**src/sv/docc_pkg.sv**
```systemverilog
// Shared types, constants and legend decode for the depth ordered circle cover unit.
package docc_pkg;

  // Table depth default and fixed canvas size
  localparam int DEF_MAX_CIRCLES = 32;
  localparam int CANVAS_WIDTH    = 128;
  localparam int CANVAS_HEIGHT   = 64;

  // Item modes
  localparam logic [1:0] MODE_LOAD  = 2'd0;
  localparam logic [1:0] MODE_QUERY = 2'd1;
  localparam logic [1:0] MODE_CLEAR = 2'd2;
  localparam logic [1:0] MODE_NONE  = 2'd3;

  // Color codes kept in the collected sequence
  localparam logic [1:0] COL_R   = 2'd0;
  localparam logic [1:0] COL_G   = 2'd1;
  localparam logic [1:0] COL_B   = 2'd2;
  localparam logic [1:0] COL_BAD = 2'd3;

  // Legend characters (7-bit ASCII)
  localparam logic [6:0] CH_NONE = 7'h00;
  localparam logic [6:0] CH_DOT  = 7'h2E;
  localparam logic [6:0] CH_1    = 7'h31;
  localparam logic [6:0] CH_2    = 7'h32;
  localparam logic [6:0] CH_3    = 7'h33;
  localparam logic [6:0] CH_4    = 7'h34;
  localparam logic [6:0] CH_5    = 7'h35;
  localparam logic [6:0] CH_6    = 7'h36;
  localparam logic [6:0] CH_7    = 7'h37;
  localparam logic [6:0] CH_8    = 7'h38;
  localparam logic [6:0] CH_9    = 7'h39;
  localparam logic [6:0] CH_A    = 7'h41;
  localparam logic [6:0] CH_B    = 7'h42;
  localparam logic [6:0] CH_C    = 7'h43;
  localparam logic [6:0] CH_G    = 7'h47;
  localparam logic [6:0] CH_R    = 7'h52;

  // Paint bytes that are recognized
  localparam logic [7:0] PAINT_R = 8'h52;
  localparam logic [7:0] PAINT_G = 8'h47;
  localparam logic [7:0] PAINT_B = 8'h42;

  // Squarer operand and result widths
  localparam int OP_W = 13;
  localparam int SQ_W = 2 * OP_W;

  // One table entry
  typedef struct packed {
    logic signed [11:0] cx;
    logic signed [11:0] cy;
    logic        [15:0] dep;
    logic        [10:0] rad;
    logic        [7:0]  color;
  } entry_t;

  // Paint byte to color code
  function automatic logic [1:0] color_code(logic [7:0] paint);
    logic [1:0] code;
    case (paint)
      PAINT_R: code = COL_R;
      PAINT_G: code = COL_G;
      PAINT_B: code = COL_B;
      default: code = COL_BAD;
    endcase
    return code;
  endfunction

  // Sequence of one to three valid codes to legend character
  function automatic logic [6:0] legend(logic [1:0] n, logic [1:0] c0, logic [1:0] c1,
                                        logic [1:0] c2);
    logic [6:0] ch;
    ch = CH_DOT;
    case (n)
      2'd1: begin
        case (c0)
          COL_R:   ch = CH_R;
          COL_G:   ch = CH_G;
          default: ch = CH_B;
        endcase
      end
      2'd2: begin
        case ({c0, c1})
          {COL_R, COL_G}: ch = CH_1;
          {COL_R, COL_B}: ch = CH_2;
          {COL_G, COL_B}: ch = CH_3;
          {COL_G, COL_R}: ch = CH_4;
          {COL_B, COL_R}: ch = CH_5;
          {COL_B, COL_G}: ch = CH_6;
          default:        ch = CH_DOT;
        endcase
      end
      2'd3: begin
        if (c0 == c1 || c0 == c2 || c1 == c2) begin
          ch = CH_DOT;
        end else if (c0 == COL_R) begin
          ch = (c1 == COL_G) ? CH_7 : CH_8;
        end else if (c0 == COL_G) begin
          ch = (c1 == COL_R) ? CH_9 : CH_A;
        end else begin
          ch = (c1 == COL_R) ? CH_B : CH_C;
        end
      end
      default: ch = CH_DOT;
    endcase
    return ch;
  endfunction

endpackage

```
**src/sv/docc_if.sv**
```systemverilog
// Valid/ready channel interfaces for input items and result items.
interface docc_in_if;
  logic               valid;
  logic               ready;
  logic [1:0]         mode;
  logic signed [11:0] center_x;
  logic signed [11:0] center_y;
  logic [15:0]        depth;
  logic [10:0]        rad;
  logic [7:0]         paint;
  logic [6:0]         pixel_x;
  logic [5:0]         pixel_y;

  modport source (output valid, mode, center_x, center_y, depth, rad, paint, pixel_x,
                  pixel_y, input ready);
  modport sink (input valid, mode, center_x, center_y, depth, rad, paint, pixel_x,
                pixel_y, output ready);
endinterface

interface docc_out_if;
  logic       valid;
  logic       ready;
  logic [6:0] symbol;
  logic       rejected;
  logic [5:0] circles_held;

  modport source (output valid, symbol, rejected, circles_held, input ready);
  modport sink (input valid, symbol, rejected, circles_held, output ready);
endinterface

```
**src/sv/depth_ordered_circle_cover_unit.sv**
```systemverilog
// Depth sorted circle table with a per-pixel cover query, one item at a time.
// Load: entries shift up until the new depth fits; a full table is rejected.
// Query: three passes per stored circle through the one shared squarer; clear empties it.
// A new item is taken once the previous one has moved into the output register.
// Reset empties the table (count zero); table memory contents are not cleared.
module depth_ordered_circle_cover_unit #(
  parameter int MAX_CIRCLES = docc_pkg::DEF_MAX_CIRCLES
) (
  input  logic         clk_i,
  input  logic         rst_ni,
  docc_in_if.sink      in_i,
  docc_out_if.source   out_o
);

  localparam int IW = (MAX_CIRCLES > 1) ? $clog2(MAX_CIRCLES) : 1;
  localparam int CW = $clog2(MAX_CIRCLES + 1);

  typedef enum logic [2:0] {
    S_IDLE,
    S_INS_WALK,
    S_INS_PUT,
    S_QRY_WALK,
    S_EMIT
  } state_e;

  state_e                   state_q;
  logic [CW-1:0]            cnt_q;
  logic [CW-1:0]            k_q;
  logic [CW-1:0]            i_q;
  logic [1:0]               phase_q;
  logic [1:0]               n_q;
  logic                     bad_q;
  logic [1:0]               seq0_q, seq1_q, seq2_q;
  logic [1:0]               mode_q;
  logic                     rej_q;
  docc_pkg::entry_t         new_q;
  logic [6:0]               px_q;
  logic [5:0]               py_q;
  logic [docc_pkg::SQ_W-1:0] acc_q;

  logic                     out_valid_q;
  logic [6:0]               out_sym_q;
  logic                     out_rej_q;
  logic [5:0]               out_held_q;

  // Table memory, one write and one registered read port
  docc_pkg::entry_t         mem_q [MAX_CIRCLES];
  docc_pkg::entry_t         rd_q;
  logic                     mem_we, mem_re;
  logic [IW-1:0]            mem_waddr, mem_raddr;
  docc_pkg::entry_t         mem_wdata;

  logic                     in_fire;
  logic                     emit_go;
  logic                     outside;
  logic                     full;
  logic [CW-1:0]            cnt_m1, k_m1, k_m2, i_p1;
  logic                     ins_here;
  logic                     last;
  logic signed [docc_pkg::OP_W-1:0] op;
  logic signed [docc_pkg::SQ_W-1:0] sq_full;
  logic [docc_pkg::SQ_W-1:0] sq;
  logic                     cov;
  logic [1:0]               code;
  logic [6:0]               sym;

  assign in_fire  = in_i.valid && (state_q == S_IDLE);
  assign emit_go  = (state_q == S_EMIT) && (!out_valid_q || out_o.ready);
  assign outside  = (13'(in_i.pixel_x) >= 13'(docc_pkg::CANVAS_WIDTH)) ||
                    (13'(in_i.pixel_y) >= 13'(docc_pkg::CANVAS_HEIGHT));
  assign full     = (cnt_q == CW'(MAX_CIRCLES));
  assign cnt_m1   = cnt_q - CW'(1);
  assign k_m1     = k_q - CW'(1);
  assign k_m2     = k_q - CW'(2);
  assign i_p1     = i_q + CW'(1);
  assign ins_here = (rd_q.dep >= new_q.dep);
  assign last     = (i_p1 == cnt_q);

  // Shared squarer: dx, dy, then radius over the three phases of one entry
  always_comb begin
    case (phase_q)
      2'd0:    op = $signed({6'b0, px_q}) - $signed({rd_q.cx[11], rd_q.cx});
      2'd1:    op = $signed({7'b0, py_q}) - $signed({rd_q.cy[11], rd_q.cy});
      default: op = $signed({2'b0, rd_q.rad});
    endcase
  end

  assign sq_full = op * op;
  assign sq      = sq_full;
  assign cov     = (acc_q <= sq);
  assign code    = docc_pkg::color_code(rd_q.color);

  // Result character of the finished item
  always_comb begin
    if (mode_q != docc_pkg::MODE_QUERY) begin
      sym = docc_pkg::CH_NONE;
    end else if (bad_q || n_q == 2'd0) begin
      sym = docc_pkg::CH_DOT;
    end else begin
      sym = docc_pkg::legend(n_q, seq0_q, seq1_q, seq2_q);
    end
  end

  // Memory port control
  always_comb begin
    mem_we    = 1'b0;
    mem_waddr = k_q[IW-1:0];
    mem_wdata = new_q;
    mem_re    = 1'b0;
    mem_raddr = '0;
    unique case (state_q)
      S_IDLE: begin
        if (in_fire && in_i.mode == docc_pkg::MODE_LOAD && !full && cnt_q != '0) begin
          mem_re    = 1'b1;
          mem_raddr = cnt_m1[IW-1:0];
        end else if (in_fire && in_i.mode == docc_pkg::MODE_QUERY && !outside &&
                     cnt_q != '0) begin
          mem_re    = 1'b1;
          mem_raddr = '0;
        end
      end
      S_INS_WALK: begin
        mem_we    = 1'b1;
        mem_wdata = ins_here ? new_q : rd_q;
        if (!ins_here && k_q != CW'(1)) begin
          mem_re    = 1'b1;
          mem_raddr = k_m2[IW-1:0];
        end
      end
      S_INS_PUT: begin
        mem_we = 1'b1;
      end
      S_QRY_WALK: begin
        if (phase_q == 2'd2 && !last) begin
          mem_re    = 1'b1;
          mem_raddr = i_p1[IW-1:0];
        end
      end
      default: begin
        mem_we = 1'b0;
      end
    endcase
  end

  always_ff @(posedge clk_i) begin
    if (mem_we) begin
      mem_q[mem_waddr] <= mem_wdata;
    end
    if (mem_re) begin
      rd_q <= mem_q[mem_raddr];
    end
  end

  // Sequencer and result register
  always_ff @(posedge clk_i or negedge rst_ni) begin
    if (!rst_ni) begin
      state_q     <= S_IDLE;
      cnt_q       <= '0;
      k_q         <= '0;
      i_q         <= '0;
      phase_q     <= 2'd0;
      n_q         <= 2'd0;
      bad_q       <= 1'b0;
      seq0_q      <= docc_pkg::COL_R;
      seq1_q      <= docc_pkg::COL_R;
      seq2_q      <= docc_pkg::COL_R;
      mode_q      <= docc_pkg::MODE_LOAD;
      rej_q       <= 1'b0;
      new_q       <= '0;
      px_q        <= '0;
      py_q        <= '0;
      acc_q       <= '0;
      out_valid_q <= 1'b0;
      out_sym_q   <= '0;
      out_rej_q   <= 1'b0;
      out_held_q  <= '0;
    end else begin
      if (out_valid_q && out_o.ready && !emit_go) begin
        out_valid_q <= 1'b0;
      end
      unique case (state_q)
        S_IDLE: begin
          if (in_fire) begin
            mode_q    <= in_i.mode;
            new_q.cx  <= in_i.center_x;
            new_q.cy  <= in_i.center_y;
            new_q.dep <= in_i.depth;
            new_q.rad <= in_i.rad;
            new_q.color <= in_i.paint;
            px_q      <= in_i.pixel_x;
            py_q      <= in_i.pixel_y;
            rej_q     <= (in_i.mode == docc_pkg::MODE_LOAD) && full;
            n_q       <= 2'd0;
            bad_q     <= (in_i.mode == docc_pkg::MODE_QUERY) && outside;
            phase_q   <= 2'd0;
            i_q       <= '0;
            k_q       <= cnt_q;
            case (in_i.mode)
              docc_pkg::MODE_LOAD: begin
                if (full) begin
                  state_q <= S_EMIT;
                end else if (cnt_q == '0) begin
                  state_q <= S_INS_PUT;
                end else begin
                  state_q <= S_INS_WALK;
                end
              end
              docc_pkg::MODE_QUERY: begin
                if (outside || cnt_q == '0) begin
                  state_q <= S_EMIT;
                end else begin
                  state_q <= S_QRY_WALK;
                end
              end
              docc_pkg::MODE_CLEAR: begin
                cnt_q   <= '0;
                state_q <= S_EMIT;
              end
              default: begin
                state_q <= S_EMIT;
              end
            endcase
          end
        end
        // Shift entries up until the new depth fits
        S_INS_WALK: begin
          if (ins_here) begin
            cnt_q   <= cnt_q + CW'(1);
            state_q <= S_EMIT;
          end else if (k_q == CW'(1)) begin
            k_q     <= '0;
            state_q <= S_INS_PUT;
          end else begin
            k_q <= k_m1;
          end
        end
        S_INS_PUT: begin
          cnt_q   <= cnt_q + CW'(1);
          state_q <= S_EMIT;
        end
        // Three squarer passes per entry, then collect its color
        S_QRY_WALK: begin
          case (phase_q)
            2'd0: begin
              acc_q   <= sq;
              phase_q <= 2'd1;
            end
            2'd1: begin
              acc_q   <= acc_q + sq;
              phase_q <= 2'd2;
            end
            default: begin
              if (cov) begin
                if (n_q == 2'd3) begin
                  bad_q <= 1'b1;
                end else begin
                  case (n_q)
                    2'd0:    seq0_q <= code;
                    2'd1:    seq1_q <= code;
                    default: seq2_q <= code;
                  endcase
                  if (code == docc_pkg::COL_BAD) begin
                    bad_q <= 1'b1;
                  end
                  n_q <= n_q + 2'd1;
                end
              end
              phase_q <= 2'd0;
              if (last) begin
                state_q <= S_EMIT;
              end else begin
                i_q <= i_p1;
              end
            end
          endcase
        end
        S_EMIT: begin
          if (emit_go) begin
            out_valid_q <= 1'b1;
            out_sym_q   <= sym;
            out_rej_q   <= rej_q;
            out_held_q  <= 6'(cnt_q);
            state_q     <= S_IDLE;
          end
        end
        default: begin
          state_q <= S_IDLE;
        end
      endcase
    end
  end

  assign in_i.ready         = (state_q == S_IDLE);
  assign out_o.valid        = out_valid_q;
  assign out_o.symbol       = out_sym_q;
  assign out_o.rejected     = out_rej_q;
  assign out_o.circles_held = out_held_q;

endmodule
```
**src/flat_wrapper.sv**
```systemverilog
// flat-port wrapper written by rule: the top's interface ports become plain ports
module depth_ordered_circle_cover_unit_flat 
#(
  parameter int MAX_CIRCLES = docc_pkg::DEF_MAX_CIRCLES
)
  (clk_i, rst_ni, in_i_valid, in_i_mode, in_i_center_x, in_i_center_y, in_i_depth, in_i_rad, in_i_paint, in_i_pixel_x, in_i_pixel_y, in_i_ready, out_o_valid, out_o_symbol, out_o_rejected, out_o_circles_held, out_o_ready);
  docc_in_if in_i_i ();
  docc_out_if out_o_i ();
  input  logic clk_i;
  input  logic rst_ni;
  input wire logic [$bits(in_i_i.valid)-1:0] in_i_valid;
  input wire logic [$bits(in_i_i.mode)-1:0] in_i_mode;
  input wire logic [$bits(in_i_i.center_x)-1:0] in_i_center_x;
  input wire logic [$bits(in_i_i.center_y)-1:0] in_i_center_y;
  input wire logic [$bits(in_i_i.depth)-1:0] in_i_depth;
  input wire logic [$bits(in_i_i.rad)-1:0] in_i_rad;
  input wire logic [$bits(in_i_i.paint)-1:0] in_i_paint;
  input wire logic [$bits(in_i_i.pixel_x)-1:0] in_i_pixel_x;
  input wire logic [$bits(in_i_i.pixel_y)-1:0] in_i_pixel_y;
  output wire logic [$bits(in_i_i.ready)-1:0] in_i_ready;
  output wire logic [$bits(out_o_i.valid)-1:0] out_o_valid;
  output wire logic [$bits(out_o_i.symbol)-1:0] out_o_symbol;
  output wire logic [$bits(out_o_i.rejected)-1:0] out_o_rejected;
  output wire logic [$bits(out_o_i.circles_held)-1:0] out_o_circles_held;
  input wire logic [$bits(out_o_i.ready)-1:0] out_o_ready;
  assign in_i_i.valid = in_i_valid;
  assign in_i_i.mode = in_i_mode;
  assign in_i_i.center_x = in_i_center_x;
  assign in_i_i.center_y = in_i_center_y;
  assign in_i_i.depth = in_i_depth;
  assign in_i_i.rad = in_i_rad;
  assign in_i_i.paint = in_i_paint;
  assign in_i_i.pixel_x = in_i_pixel_x;
  assign in_i_i.pixel_y = in_i_pixel_y;
  assign in_i_ready = in_i_i.ready;
  assign out_o_valid = out_o_i.valid;
  assign out_o_symbol = out_o_i.symbol;
  assign out_o_rejected = out_o_i.rejected;
  assign out_o_circles_held = out_o_i.circles_held;
  assign out_o_i.ready = out_o_ready;
  depth_ordered_circle_cover_unit #(.MAX_CIRCLES(MAX_CIRCLES)) u_core (.clk_i(clk_i), .rst_ni(rst_ni), .in_i(in_i_i), .out_o(out_o_i));
endmodule
```
**config.mk**
```make
export PLATFORM = sky130hd
export DESIGN_NAME = depth_ordered_circle_cover_unit_flat
export DESIGN_NICKNAME = d
export VERILOG_FILES = /design/src/sv/docc_pkg.sv /design/src/sv/docc_if.sv /design/src/sv/depth_ordered_circle_cover_unit.sv /design/src/flat_wrapper.sv
export SDC_FILE = /design/constraint.sdc
export NUM_CORES = 2
export LEC_CHECK = 0
export ABC_CLOCK_PERIOD_IN_PS = 9300
export BUFFER_PORTS_ARGS = -buffer_cell sky130_fd_sc_hd__buf_2
export CAP_MARGIN = 20
export CORE_MARGIN = 2
export CORE_UTILIZATION = 23
export DETAILED_ROUTE_END_ITERATION = 10
export GPL_TIMING_DRIVEN = 1
export PLACE_DENSITY = 0.38
export RECOVER_POWER = 50
export SKIP_CTS_REPAIR_TIMING = 1
export SYNTH_ARGS = -nofsm -noshare
export SYNTH_HDL_FRONTEND = slang
export SYNTH_SLANG_ARGS = --single-unit
export TNS_END_PERCENT = 30
```
**constraint.sdc**
```tcl
create_clock -name clk_i -period 9.3 [get_ports clk_i]
set_input_delay 2.79 -clock clk_i [delete_from_list [all_inputs] [get_ports clk_i]]
set_output_delay 2.79 -clock clk_i [all_outputs]
set_load 0.05 [all_outputs]
```
# --- Word level (Yosys, flattened, before mapping) ---
# Memory sizes are Yosys's and may differ from the RTL's. A register that Yosys moved wholly into a read port is not among the register bits.
# Index checks and enable logic that the tools add are counted.
op_classes:
  addsub: 9
  n_mul: 1
  n_div: 0
  n_lt_le_gt_ge: 2
  n_eq_ne: 43
  shifts: 0
  n_mux: 67
  n_bitwise: 3
  reduce_logical: 49
ops:
  columns: ["operator", "n"]
  rows:
  - ["$mux 59", 2]
  - ["$mux 6", 9]
  - ["$pmux 26 s2", 1]
  - ["$mux 7", 6]
  - ["$pmux 5 s6", 1]
  - ["$reduce_and 5->1", 6]
  - ["$add 26x26->26", 1]
  - ["$le 26x26->1", 1]
  - ["$mul 13x13->26", 1]
  - ["$pmux 13 s2", 1]
  - ["$eq 8x7->1 const B", 3]
  - ["$mux 3", 8]
  - ["$pmux 6 s2", 2]
  - ["$pmux 7 s3", 1]
  - ["$pmux 6 s3", 1]
  - ["$ge 16x16->1", 1]
  - ["$mux 1", 16]
  - ["$mux 5", 3]
  - ["$pmux 3 s5", 1]
  - ["$pmux 5 s3", 1]
  - ["$ne 2x1->1 const B", 7]
  - ["$sub 7x12->13", 1]
  - ["$sub 8x12->13", 1]
  - ["$add 6x1->6 const B", 2]
  - ["other kinds (42)", 97]
totals:
  reg_bits: 148
  latch_bits: 0
  ramBits: 1888
  mem_bits_ro: 0
  input_bits: 78
  output_inout_bits: 16
  memories: 1
memory_table:
  columns: ["memory", "words", "width", "read_ports", "rd_clocked_by_memory_dff", "wr", "line", "source"]
  rows:
  - ["u_core.mem_q", 32, 59, 1, 1, 1, "depth_ordered_circle_cover_unit.sv:47", "docc_pkg::entry_t mem_q [MAX_CIRCLES];"]

# --- Depth between registers and ports, before layout ---
logic_depth:
  depth_word: 8
  depth_mapped: 44

# --- Least setup slack after synthesis ---
# Ideal clock, no wire load.
synth_timing:
  path_kind: "input to register"
  start: "input in_i_valid"
  end: "register u_core.rd_q[0] (netlist name)"
  arrival_time_ps: 9955
  slack_ps: -1334
  stages: 3
  n_path_buf: 1
  cell_sequence: "nand2_1 > clkbuf_1 > o311ai_0"
synth_via:
  elab_chain_cells: 6
  elab_cells_between_ends: 11
  cone_classes: "5 x mux; 6 x reduce/logical"
synth_lines:
  columns: ["item", "line", "source"]
  rows:
  - ["from (decl)", "flat_wrapper.sv:11", "input wire logic [$bits(in_i_i.valid)-1:0] in_i_valid;"]
  - ["$logic_and 1x1->1 *", "depth_ordered_circle_cover_unit.sv:67", "assign in_fire = in_i.valid && (state_q == S_IDLE);"]
  - ["$logic_and 1x1->1, on equally long branches (2 in series)", "depth_ordered_circle_cover_unit.sv:116, depth_ordered_circle_cover_unit.sv:113", null]
  - ["$mux 1 / $logic_and 1x1->1 (equally long branches)", "depth_ordered_circle_cover_unit.sv:116, depth_ordered_circle_cover_unit.sv:113", null]
  - ["$mux 1 *", "depth_ordered_circle_cover_unit.sv:113", "if (in_fire && in_i.mode == docc_pkg::MODE_LOAD && !full && cnt_q != '0) begin"]
  - ["$pmux 1 s3 *", "depth_ordered_circle_cover_unit.sv:111", "unique case (state_q)"]
  - ["net u_core.mem_re", "depth_ordered_circle_cover_unit.sv:49", "logic mem_we, mem_re;"]
# Mark *: on every way through the listed nets, which the timed path passes. The rest lies on a longest branch.
# A chain may end at the register's enable or synchronous reset.

# --- Final worst setup path ---
layout_timing:
  start: "register u_core.rd_q[47] (netlist name)"
  end: "register u_core.n_q[0]"
layout_via:
  elab_chain_cells: 6
layout_lines:
  columns: ["item", "line", "source"]
  rows:
  - ["$sub 8x12->13", "depth_ordered_circle_cover_unit.sv:82", "2'd0: op = $signed({6'b0, px_q}) - $signed({rd_q.cx[11], rd_q.cx});"]
  - ["$pmux 13 s2", "depth_ordered_circle_cover_unit.sv:81", "case (phase_q)"]
  - ["$mul 13x13->26", "depth_ordered_circle_cover_unit.sv:88", "assign sq_full = op * op;"]
  - ["$le 26x26->1", "depth_ordered_circle_cover_unit.sv:90", "assign cov = (acc_q <= sq);"]
  - ["$ne 2x1->1 (no line)", null, null]
  - ["$reduce_and 5->1 (no line)", null, null]
  - ["to (signal assigned)", "depth_ordered_circle_cover_unit.sv:265", "n_q <= n_q + 2'd1;"]
  - ["to (decl)", "depth_ordered_circle_cover_unit.sv:31", "logic [1:0] n_q;"]
# Every way passes these cells.

==> results.md <==
- Async set or reset register ratio after synthesis: under 10%
- Critical-path top delay cell: fa_2
- Hold Crit Class: flop to flop
- Post-synth EDFFs: roughly 1900
- Syn-to-layout area delta: 19.1%
- Status: finished, violations left
- Max Clock Skew: slightly below 70 ps
- Leak Pwr: about 0.036 uW
- Xor and xnor area share after synthesis: 0.983%
- Commonest non-fill, non-tap cell in the layout: edfxtp_1
- Most frequent cells in the layout: 1947 x edfxtp_1, 1492 x nand2_1, 403 x nand3_1
- First-pass GRT wire length: between 400000 and 500000 um
- Crit path largest cell delay: between 500 and 600 ps
- Share of cells above drive strength 1: between 10 and 15%
- Skew-Pair Late Insertion Delay: roughly 930 ps
- Initial DRT Pass Iterations: 5
- Final ANT Viol Nets: 0
- Family with the most delay on the worst path: adder cells
- CP Launch Type: flop
- Post-Synth Simple-Gate Area: between 10% and 20%
- Synth Flop Type: edfxtp_1
- Pwr dens: between 200 and 250 mW/mm2
- Final worst slack: roughly 68 ps
- Num CTS Buffers: ~230
- Failing checks: max-capacitance violations, max-slew violations
- Final setup viols: 0
- Area of the multi-input gates: 0.0266 mm2
- Maximum clock path buffer count: 4
- Routed len/inst: 26.7 um
- CP bufs+invs: 5
- Final wirelength: between 300000 and 400000 um
- Post-synthesis register bit count: roughly 2100
- Syn_area_per_cell: roughly 13 um2
- Arrival @ worst endpoint: ~10000 ps
- VDD IR-drop max: 0.000182 V
- Complex-gate fraction of the synthesized area: about 7.3%
- Pre-CTS setup slack: -766 ps
- Root Buffer: clkbuf_16
- Slew Viols, Final: 1990
- Critical Path End Type: flop
- Multiplexer share of the synthesized area: about 3.0%
- Post-DP HPWL: ~180000 um
- Seq. cell area: a little over 0.06 mm2
- Post-Synthesis Cells: approximately 6800
- I/O Buffers: between 90 and 100
- Vias/cell: roughly 4.6
- Starting Density: a little under a quarter
- Worst slew margin: -429%
- Die Wd: approximately 630 um
- YS warnings: 0
- Total GRT Usage: 16.4%
- Die height: about 630 um
- Max Cap Viol: 70
- Post-synthesis net count: between 7000 and 8000
- Crit Path Class: flop to flop
- Dpl cells: approximately 12000
- Core area: 0.392 mm2
- Residual DRC: 0
- GP Congestion: roughly 0.77
- Crit path time final: 9230 ps
- RSZ-0062 raised after global routing: true
- DR iter-0 viols: 5353
- Sequential-to-total area share from yosys stat: 68.9%
- Fillers: roughly 40000
- Worst endpoint required time: between 10000 and 15000 ps
- Initial antenna violation count: 24
- Hold Vio Cnt, Final: 0
- H-tree depth: 4
- Clock Sinks: around 2100
- Post-Synth Adder-Cell Area: 5.40%
- CTS tree: built
- Die area: ~0.40 mm2
- Num rows: 230
- Synth unique cells: 94
- I/O pin count: 94
- Mapped cell area: approximately 0.090 mm2
- Gr ovfl total: 0
- Period utilisation layout: approximately 100%
- Vias post-DR: ~58000
- Slew @ Worst Pin: about 7900 ps
- Vias in the first global route: 57500
- CTS clk-pin slew, worst paths: 60 ps
- Largest family of logic cells by synthesized area: simple AND/OR/NAND/NOR gates
- Final Util: between 20% and 30%
- Final instance count without filler cells: between 10000 and 15000
- CP dominant cell by count: fa_2
- Fmax: 0.108 GHz
- Largest net degree at the start of global routing: between 100 and 150
- Final nets: between 7000 and 8000
- Crit path max fanout: 7
state kept, by name, summed over array words and instances (netlist names), 3 cells and up:
name / flops
u_core.acc_q: 26
u_core.cnt_q: 6
u_core.i_q: 6
u_core.k_q: 6
u_core.mem_q: 1888
u_core.new_q: 59
u_core.out_o.circles_held: 6
u_core.out_o.symbol: 7
u_core.px_q: 7
u_core.py_q: 6
u_core.rd_q: 59
u_core.state_q: 3
tightest hold or removal path, delay by kind of cell (launching register included):
family | cells | cell delay (ps)
flip-flops | 1 | 340
AND/OR/NAND/NOR | 2 | 110
through the flow:
| step | hold WS [ps] | setup TNS [ps] | total power (uW) | cell area (um2) |
|---|---|---|---|---|
| 2_1_floorplan | 438 | -2710 | 13700 | 90200 |
| 3_3_place_gp | 455 | -5850 | 15600 | 99500 |
| 3_5_place_dp | 463 | -8240 | 15600 | 99700 |
| 4_1_cts | 478 | -8220 | 24800 | 107000 |
| 5_1_grt | 500 | -22320 | 26200 | 107000 |
| 6_report | 473 | 0 | 25000 | 107000 |
path summary, 6_finish.rpt:
check | from | endpoint | slack (ps) | cells after the start
max | u_core.rd_q[47]$_DFFE_PP_ | u_core.n_q[0]$_DFFE_PN0P_ | 70 | 38
min | u_core.mode_q[0]$_DFFE_PN0P_ | u_core.mode_q[0]$_DFFE_PN0P_ | 470 | 2
max reg2reg | u_core.rd_q[47]$_DFFE_PP_ | u_core.n_q[0]$_DFFE_PN0P_ | 70 | 38
min reg2reg | u_core.mode_q[0]$_DFFE_PN0P_ | u_core.mode_q[0]$_DFFE_PN0P_ | 470 | 2
max in group asynchronous | rst_ni | u_core.new_q[50]$_DFFE_PN0P_ | 840 | 2
min in group asynchronous | rst_ni | u_core.new_q[58]$_DFFE_PN0P_ | 3570 | 1
Yosys cell counts (88+ instances only):
cell type	instances	area share, %
mux2i_1	201	2.2
nand3_1	407	2.3
inv_1	244	1.0
a21oi_1	241	1.3
clkbuf_1	281	1.2
nand2_1	1499	6.2
ha_1	161	2.2
a221o_1	98	1.1
a221oi_1	88	0.85
dfrtp_1	148	4.1
fa_1	143	3.2
nor2_1	177	0.74
a32oi_1	105	1.0
edfxtp_1	1947	65
o21ai_0	179	0.99
report_power, final:
part	leakage (uW)	internal [uW]	switching, uW
sequential	0.0179	10400	129
clock	0.00361	5280	3900
combinational	0.0148	2520	2790
total	0.0363	18200	6820
per-layer routing:
layer | wire, um | up-vias | share of wire [%] | global-route usage [%]
met3 | 18100 | 373 | 5.4 | 2.45
li1 | - | 25700 | - | -
met2 | 158000 | 1630 | 47 | 27.3
met4 | 6730 | 6 | 2.0 | 3.21
met1 | 152000 | 30300 | 45 | 22.6
met5 | 41 | - | 0.012 | 0
cells by family (layout without fill, tap and decap cells):
| family | count (synthesis) | in the layout |
|---|---|---|
| fa+ha+maj | 304 | 304 |
| simple gates | 2423 | 2423 |
| compound gates | 958 | 958 |
| buf+inv | 618 | 1183 |
| mux | 261 | 261 |
| other cells | 0 | 1 |
| flops | 2095 | 2095 |
| xor+xnor | 98 | 98 |
final cells by class:
cell class                      count  share of cell area, %
Sequential cell                  2095                   57.9
Multi-Input combinational cell   4044                   24.8
Tap cell                         5220                   6.08
Clock buffer                      316                   5.87
Timing Repair Buffer              505                   3.51
Clock inverter                    114                   1.04
Inverter                          248                  0.870
Antenna cell                        1                0.00233
Power figures use the tool's default switching activity.
